[src/hdl/bmd_pkg.sv]
// ----------------------------------------------------------------------------
// bmd_pkg
// shared codes and address constants for the bank-switched address decoder
// ----------------------------------------------------------------------------
`default_nettype none

package bmd_pkg;

  // request kinds
  localparam logic [1:0] REQ_READ     = 2'd0;
  localparam logic [1:0] REQ_WRITE    = 2'd1;
  localparam logic [1:0] REQ_SELECT   = 2'd2;
  localparam logic [1:0] REQ_RESERVED = 2'd3;   // decodes to nothing

  // decode targets
  localparam logic [3:0] TGT_RAM    = 4'd0;
  localparam logic [3:0] TGT_LOROM  = 4'd1;   // base of low rom banks 0-3
  localparam logic [3:0] TGT_HIROM  = 4'd5;   // base of high rom banks 0-3
  localparam logic [3:0] TGT_SERIAL = 4'd9;
  localparam logic [3:0] TGT_PIO1   = 4'd10;
  localparam logic [3:0] TGT_PIO2   = 4'd11;
  localparam logic [3:0] TGT_VIDEO  = 4'd12;
  localparam logic [3:0] TGT_PORT   = 4'd13;
  localparam logic [3:0] TGT_NONE   = 4'd14;

  // pages and sub-ranges inside the i/o pages
  localparam logic [7:0] PAGE_IO       = 8'hfd;
  localparam logic [7:0] PAGE_VIDEO    = 8'hff;
  localparam logic [7:0] PAGE_MAIN_HI  = 8'hfc;
  localparam logic [3:0] IO_SLOT_SER   = 4'h0;
  localparam logic [3:0] IO_SLOT_PIO1  = 4'h1;
  localparam logic [3:0] IO_SLOT_PIO2  = 4'h3;
  localparam logic [3:0] IO_SLOT_BANK  = 4'hd;
  localparam logic [6:0] VIDEO_TOP_PAIR = 7'h1f;   // ff3e and ff3f

  localparam logic [7:0] PORT_READ_MASK = 8'h3f;
  localparam int unsigned TAPE_BIT  = 4;
  localparam int unsigned MOTOR_BIT = 3;

  localparam logic [4:0] BANK_CONFIG_RESET = 5'd1;

endpackage

`default_nettype wire

[src/hdl/banked_memory_decoder_with_cpu_port_core.sv]
// ----------------------------------------------------------------------------
// banked_memory_decoder_with_cpu_port_core
// bank-switched cpu address decoder with built-in cpu i/o port
// ----------------------------------------------------------------------------
// Each input item is one cpu bus access (read, write, or a ram/rom select
// event). It is decoded combinationally against the 5-bit bank
// configuration and the built-in cpu port, and one result item comes out of
// the output register on the next clock. An item
// can be accepted every clock; s_axis_tready only drops when the output
// register holds an item the sink has not yet taken. The decode is a few
// compares on the address page plus the port read mux, all between the
// state registers and the result register. Writes to fdd0-fddf latch the
// rom bank bits; a select request sets the ram/rom bit from rom_enable;
// writes to addresses 0 and 1 update the port direction and data, the
// output latch and the tape motor. serial_lines_out and motor_on in each
// result reflect the port state after that access.
// ----------------------------------------------------------------------------
`default_nettype none

module banked_memory_decoder_with_cpu_port_core (
  input  wire         clk,
  input  wire         rst,
  // access in
  input  wire         s_axis_tvalid,
  output logic        s_axis_tready,
  // [15:0] address, [23:16] write_data, [24] rom_enable, [32:25] serial_in,
  // [33] tape_in, [39:34] zero
  input  wire  [39:0] s_axis_tdata,
  // [1:0] req_type
  input  wire  [1:0]  s_axis_tuser,
  // decode out
  output logic        m_axis_tvalid,
  input  wire         m_axis_tready,
  // [15:0] offset, [16] write_en, [24:17] port_read_data,
  // [32:25] serial_lines_out, [33] motor_on, [39:34] zero
  output logic [39:0] m_axis_tdata,
  // [3:0] target
  output logic [3:0]  m_axis_tuser
);

  import bmd_pkg::*;

  // input field split
  logic [1:0]  req_type;
  logic [15:0] address;
  logic [7:0]  write_data;
  logic        rom_enable;
  logic [7:0]  serial_in;
  logic        tape_in;
  logic [7:0]  page;
  logic        in_accept;
  logic        is_wr;

  assign req_type   = s_axis_tuser;
  assign address    = s_axis_tdata[15:0];
  assign write_data = s_axis_tdata[23:16];
  assign rom_enable = s_axis_tdata[24];
  assign serial_in  = s_axis_tdata[32:25];
  assign tape_in    = s_axis_tdata[33];
  assign page       = address[15:8];
  assign is_wr      = (req_type == REQ_WRITE);

  // output register frees up when empty or being taken
  assign s_axis_tready = !m_axis_tvalid || m_axis_tready;
  assign in_accept     = s_axis_tvalid && s_axis_tready;

  // state
  logic [4:0] bank_config, bank_config_next;
  logic [7:0] port_dir, port_dir_next;
  logic [7:0] port_data, port_data_next;
  logic [7:0] port_latch, port_latch_next;
  logic       motor_state, motor_state_next;

  // decode results
  logic [3:0]  target;
  logic [15:0] offset;
  logic        write_en;
  logic [7:0]  port_read_data;
  logic [7:0]  port_pin_read;

  // result register
  logic [3:0]  res_target;
  logic [15:0] res_offset;
  logic        res_write_en;
  logic [7:0]  res_port_read;
  logic [7:0]  res_serial_out;
  logic        res_motor;

  // pin level seen on a read of port address 1
  always_comb begin
    port_pin_read = ((port_data | ~port_dir) & (port_latch | PORT_READ_MASK)) | serial_in;
    if (tape_in) begin
      port_pin_read[TAPE_BIT] = 1'b0;
    end
  end

  always_comb begin
    target           = TGT_NONE;
    offset           = 16'd0;
    write_en         = 1'b0;
    port_read_data   = 8'd0;
    bank_config_next = bank_config;
    port_dir_next    = port_dir;
    port_data_next   = port_data;
    port_latch_next  = port_latch;
    motor_state_next = motor_state;

    case (req_type)
      REQ_SELECT: begin
        bank_config_next[0] = rom_enable;
      end
      REQ_READ, REQ_WRITE: begin
        if (address[15:1] == 15'd0) begin
          // cpu port at 0000/0001
          target = TGT_PORT;
          offset = {15'd0, address[0]};
          if (is_wr) begin
            if (address[0]) begin
              port_data_next = write_data;
            end else begin
              port_dir_next = write_data;
            end
            port_latch_next  = (port_latch & ~port_dir_next) |
                               (port_data_next & port_dir_next);
            motor_state_next = !(port_dir_next[MOTOR_BIT] && port_data_next[MOTOR_BIT]);
            write_en = 1'b1;
          end else if (address[0]) begin
            port_read_data = port_pin_read;
          end else begin
            port_read_data = port_dir;
          end
        end else if (page == PAGE_IO) begin
          // i/o chips in 16-byte slots; bank latch only on writes
          if (address[7:4] == IO_SLOT_SER) begin
            target = TGT_SERIAL;
            offset = {12'd0, address[3:0]};
          end else if (address[7:4] == IO_SLOT_PIO1) begin
            target = TGT_PIO1;
            offset = {12'd0, address[3:0]};
          end else if (address[7:4] == IO_SLOT_PIO2) begin
            target = TGT_PIO2;
            offset = {12'd0, address[3:0]};
          end else if (is_wr && address[7:4] == IO_SLOT_BANK) begin
            bank_config_next[4:1] = address[3:0];
          end
          write_en = is_wr && (target != TGT_NONE);
        end else if (page == PAGE_VIDEO &&
                     (address[7:5] == 3'd0 || address[7:1] == VIDEO_TOP_PAIR)) begin
          target   = TGT_VIDEO;
          offset   = {8'd0, address[7:0]};
          write_en = is_wr;
        end else if (is_wr) begin
          // rom area writes land in ram underneath
          target   = TGT_RAM;
          offset   = address;
          write_en = 1'b1;
        end else if (bank_config[0] && address[15:14] == 2'b10) begin
          target = TGT_LOROM + {2'd0, bank_config[2:1]};
          offset = {2'd0, address[13:0]};
        end else if (bank_config[0] && address[15:14] == 2'b11) begin
          // page fc always maps the main high rom
          if (page == PAGE_MAIN_HI) begin
            target = TGT_HIROM;
          end else begin
            target = TGT_HIROM + {2'd0, bank_config[4:3]};
          end
          offset = {2'd0, address[13:0]};
        end else begin
          target = TGT_RAM;
          offset = address;
        end
      end
      default: begin
        // unused request code: no decode, no state change
      end
    endcase
  end

  // state registers, updated only on an accepted item
  always_ff @(posedge clk) begin
    if (rst) begin
      bank_config <= BANK_CONFIG_RESET;
      port_dir    <= 8'd0;
      port_data   <= 8'd0;
      port_latch  <= 8'd0;
      motor_state <= 1'b0;
    end else if (in_accept) begin
      bank_config <= bank_config_next;
      port_dir    <= port_dir_next;
      port_data   <= port_data_next;
      port_latch  <= port_latch_next;
      motor_state <= motor_state_next;
    end
  end

  // output valid
  always_ff @(posedge clk) begin
    if (rst) begin
      m_axis_tvalid <= 1'b0;
    end else if (s_axis_tready) begin
      m_axis_tvalid <= s_axis_tvalid;
    end
  end

  // result payload
  always_ff @(posedge clk) begin
    if (in_accept) begin
      res_target     <= target;
      res_offset     <= offset;
      res_write_en   <= write_en;
      res_port_read  <= port_read_data;
      res_serial_out <= ~port_latch_next;
      res_motor      <= motor_state_next;
    end
  end

  assign m_axis_tuser = res_target;
  assign m_axis_tdata = {6'd0, res_motor, res_serial_out, res_port_read,
                         res_write_en, res_offset};

  // an accepted item always shows up in the output register next cycle
  a_accept_to_valid: assert property (@(posedge clk) disable iff (rst)
    in_accept |=> m_axis_tvalid)
    else $error("accepted item did not reach output register");

  // a bank latch write loads bits 4:1 and keeps the rom select bit
  a_bank_latch: assert property (@(posedge clk) disable iff (rst)
    (in_accept && is_wr && page == PAGE_IO && address[7:4] == IO_SLOT_BANK)
    |=> (bank_config[4:1] == $past(address[3:0]) &&
         bank_config[0] == $past(bank_config[0])))
    else $error("bank latch write not applied");

  // nothing is written when the decode lands nowhere
  a_none_no_write: assert property (@(posedge clk) disable iff (rst)
    (m_axis_tvalid && res_target == TGT_NONE) |-> !res_write_en)
    else $error("write enable on target none");

  // port read data only comes from the cpu port
  a_port_read_src: assert property (@(posedge clk) disable iff (rst)
    (m_axis_tvalid && res_target != TGT_PORT) |-> (res_port_read == 8'd0))
    else $error("port read data outside port target");

  // serial lines always mirror the inverted latch of the last accepted item
  a_serial_mirror: assert property (@(posedge clk) disable iff (rst)
    (in_accept && $past(in_accept)) |-> (res_serial_out == ~port_latch))
    else $error("serial lines out of step with port latch");

endmodule

`default_nettype wire

[config.mk]
export PLATFORM = sky130hd
export DESIGN_NAME = banked_memory_decoder_with_cpu_port_core
export DESIGN_NICKNAME = d
export VERILOG_FILES = /design/src/hdl/bmd_pkg.sv /design/src/hdl/banked_memory_decoder_with_cpu_port_core.sv
export SDC_FILE = /design/constraint.sdc
export NUM_CORES = 1
export LEC_CHECK = 0
export ABC_AREA = 1
export BUFFER_PORTS_ARGS = -buffer_cell sky130_fd_sc_hd__buf_4
export CAP_MARGIN = 15
export CORE_MARGIN = 1
export CORE_UTILIZATION = 48
export DETAILED_ROUTE_END_ITERATION = 8
export PLACE_DENSITY = 0.76
export SYNTH_ARGS = -nofsm -noshare
export SYNTH_HDL_FRONTEND = slang
export SYNTH_SLANG_ARGS = --single-unit
[constraint.sdc]
create_clock -name clk -period 1.73 [get_ports clk]
set_clock_uncertainty 0.15 [all_clocks]
set_input_delay 0.346 -clock clk [delete_from_list [all_inputs] [get_ports clk]]
set_output_delay 0.346 -clock clk [all_outputs]
set_load 0.05 [all_outputs]
==> summary.md <==
| Metric | Value |
|---|---|
| Netlist Area Pre-Place | 3640 sq um |
| Final hold slack | 109 ps |
| CTS Buf Count | 9 |
| Synth cell count leaders | 145 x nand2_1, 90 x nor2_1, 38 x edfxtp_1 |
| Critical path required time | 1810 ps |
| Final count of hold timing violations | 0 |
| Starting Density | 0.499 |
| Critical R2R Capture | port_data[1] |
| Die width | 89.1 um |
| Crit path launch type | input port |
| Outcome | completed |
| Final WL | 8.77 mm |
| Antenna Violating Nets Remaining | 0 |
| Fin crit period | 1540 ps |
| Synth unique cells | 32 |
| Post-synthesis mux area share | 0 |
| FMAX | 649 MHz |
| RR Startpoint | m_axis_tvalid |
| Number of global-route vias before repair | 3,260 |
| Final net count | 649 |
| Core area | 7290 sq um |
| Clock sinks | 69 |
| Proportion of layout cells with a drive suffix above 1 | 0.267 |
| Setup Viol. Count Final | 0 |
| Placed insts | 689 |
| WHS Path Cells | 3 |
| Row Count | 31 |
| Int Pwr | 0.00274 W |
| Avg Inst Size Synth | 7.60 sq um |
| RSZ-0062 raised after global routing | false |
| Count leader, synth | nand2_1 |
| Switching Power | 0.00109 W |
| Adder-cell share of the synthesized area | 0.00687 |
| Min-delay src | s_axis_tuser[0] |
| Register area | 1760 sq um |
| Die ar. | 7940 sq um |
| Hold Path End | bank_config[0] |
| Area of the multi-input gates | 1620 sq um |
| Worst EP arrival | 1620 ps |
| Max Slew Vio Count | 0 |
| Worst vdd ir | 0.000607 V |
| Routability congestion estimate | 0.895 |
| R2r setup slk | 260 ps |
| FF+latch count, synth | 69 |
| CTS Buffer Depth | 2 |
| Ys async rst share | 0 |
| Register area share after synthesis | 0.484 |
| HPWL after DPL | 6.64 mm |
| Cell taking the most area after synthesis | edfxtp_1 |
| Post-CTS Setup Bufs | 0 |
| Fillers | 622 |
| Simple-gate share of the synthesized area | 0.374 |
| Die height | 89.1 um |
| Gate power share | 0.195 |
| Period utilization | 0.891 |
| MaxCap Viol Count | 0 |
| Initial antenna violation count | 0 |
| EDFF count, synth | 38 |
| Hold buffer count at CTS | 0 |
| Gr usage total | 0.234 |
| CTS tree | done |
| Drc violations | 0 |
| Diode count | 0 |
| Area Overhead vs Synth | 32.9% |
| Sequential share of power | 0.481 |
| WL/cell | 12.4 um |
| DR pass1 iterations | 5 |
| Area share of the largest cell type after synthesis | 0.313 |
| First-pass GRT wire length | 14.0 mm |
| Critical path class | input port to flip-flop |
| Largest family of logic cells by synthesized area | simple AND/OR/NAND/NOR gates |
| Sw frac | 0.284 |
| I/O pin total | 92 |
| Clock tree root driver cell | clkbuf_8 |
| Post-CTS resize count | 0 |
| Remaining global-route overflow | 0 |
| YS warnings | 0 |
| Crit path max fanout | 17 |
| Iteration-0 DRC count of the detailed router | 177 |
| Crit end category | flip-flop |
| Tightest Hold Check Type | input port to flip-flop |
| Syn Inst Count | 479 |
| Buffers on Ports | 79 |
| H-tree depth | 3 |
| Worst reg-to-reg path cell count | 6 |
| Largest net degree at the start of global routing | 36 |
| Clock-pin slew on the worst setup and hold paths | 80 ps |
| Pwr dens | 790 nW/um^2 |
| Count of non-filler cells in the finished layout | 705 |
| Clock latency on the worst-skew pair | 340 ps |
| Compound-gate portion of the synthesized area | 0.0563 |
| Main synth FF type | edfxtp_1 |
| Clock share of power | 0.324 |
| Synth area leaders | edfxtp_1 31%, dfxtp_1 17%, nand2_1 15% |
| Vias | 3,506 |
| P_leak | 2.37 nW |
| XOR/XNOR share of the synthesized area | 0 |
| Routed vias/inst | 4.97 |
## sequential cells by signal (all words and copies together), names as in the netlist
signal          count
res_offset         16
port_data           8
port_dir            8
port_latch          8
res_port_read       8
res_serial_out      8
bank_config         5
m_axis_tuser        4
m_axis_tvalid       1
motor_state         1
res_motor           1
res_write_en        1
## worst max-delay path by stage
stage,from,end,slack (ps),depth (start not counted)
2_1_floorplan,m_axis_tvalid,port_data[2],30,7
3_3_place_gp,s_axis_tdata[11],port_data[4],-140,8
3_5_place_dp,s_axis_tdata[11],port_data[1],-170,8
4_1_cts,s_axis_tdata[11],port_data[1],190,8
5_1_grt,s_axis_tdata[11],m_axis_tuser[0],30,9
6_report,s_axis_tdata[11],port_data[1],190,8
## layout by cell type (no fill, tap or decap), drive strengths merged, types with 2 or more instances in the layout
cell type,n
a21oi,8
and2,8
buf,127
clkbuf,12
clkinv,3
conb,6
dfxtp,31
edfxtp,38
ha,2
inv,41
nand2,149
nand3,32
nand4,6
nor2,98
nor3,11
o21ai,27
o21bai,2
## worst max-delay path: stages
cell and delay (ps):
buf_4 110, nor2_1 90, nand3_1 190, nor2_8 170, buf_4 150, nand4_4 240
o21ai_0 260, nor2_1 60
## power by group through the flow
stage / logic, W / clock network [W] / registers, W
after global routing: 0.000807 / 0.00133 / 0.00185
after global placement: 0.000731 / 0 / 0.00187
after detailed placement: 0.000746 / 0 / 0.00188
after CTS: 0.000749 / 0.00126 / 0.00184
final: 0.000748 / 0.00124 / 0.00184
after floorplan: 0.000297 / 0 / 0.00205
## cell families (layout without fill, tap and decap cells)
| family | after synthesis | count (layout) |
|---|---|---|
| and+or+nand+nor | 306 | 306 |
| AOI/OAI and AO/OA | 39 | 39 |
| other | 1 | 6 |
| adders and majority gates | 2 | 2 |
| buffers and inverters | 62 | 184 |
| DFF | 69 | 69 |
## routing by layer
layer / part of all wire / wire, um / track usage
met5: 0 / 0 / 0
met4: 0.037 / 326 / 0.136
met3: 0.056 / 490 / 0.0489
met2: 0.50 / 4350 / 0.408
met1: 0.41 / 3600 / 0.265
## per-stage QoR
| step | power, W | worst slack [ps] | utilization | setup TNS, ps | instance area [sq um] |
|---|---|---|---|---|---|
| 6_report | 0.00383 | 188 | 0.664 | 0 | 4840 |
| 2_1_floorplan | 0.00234 | 27.7 | - | 0 | 3680 |
| 4_1_cts | 0.00384 | 191 | 0.664 | 0 | 4840 |
| 3_3_place_gp | 0.00260 | -142 | 0.638 | -4150 | 4660 |
| 5_1_grt | 0.00399 | 34.4 | 0.664 | 0 | 4840 |
| 3_5_place_dp | 0.00262 | -174 | 0.638 | -4360 | 4660 |
## cell type report
type,instances,area share
clock inverter,4,0.0101
clock buffer,12,0.0279
tap,99,0.0256
multi-input combinational,353,0.336
sequential,69,0.364
inverter,41,0.0318
timing repair buffer,127,0.205
(Power assumes the default switching activity.)
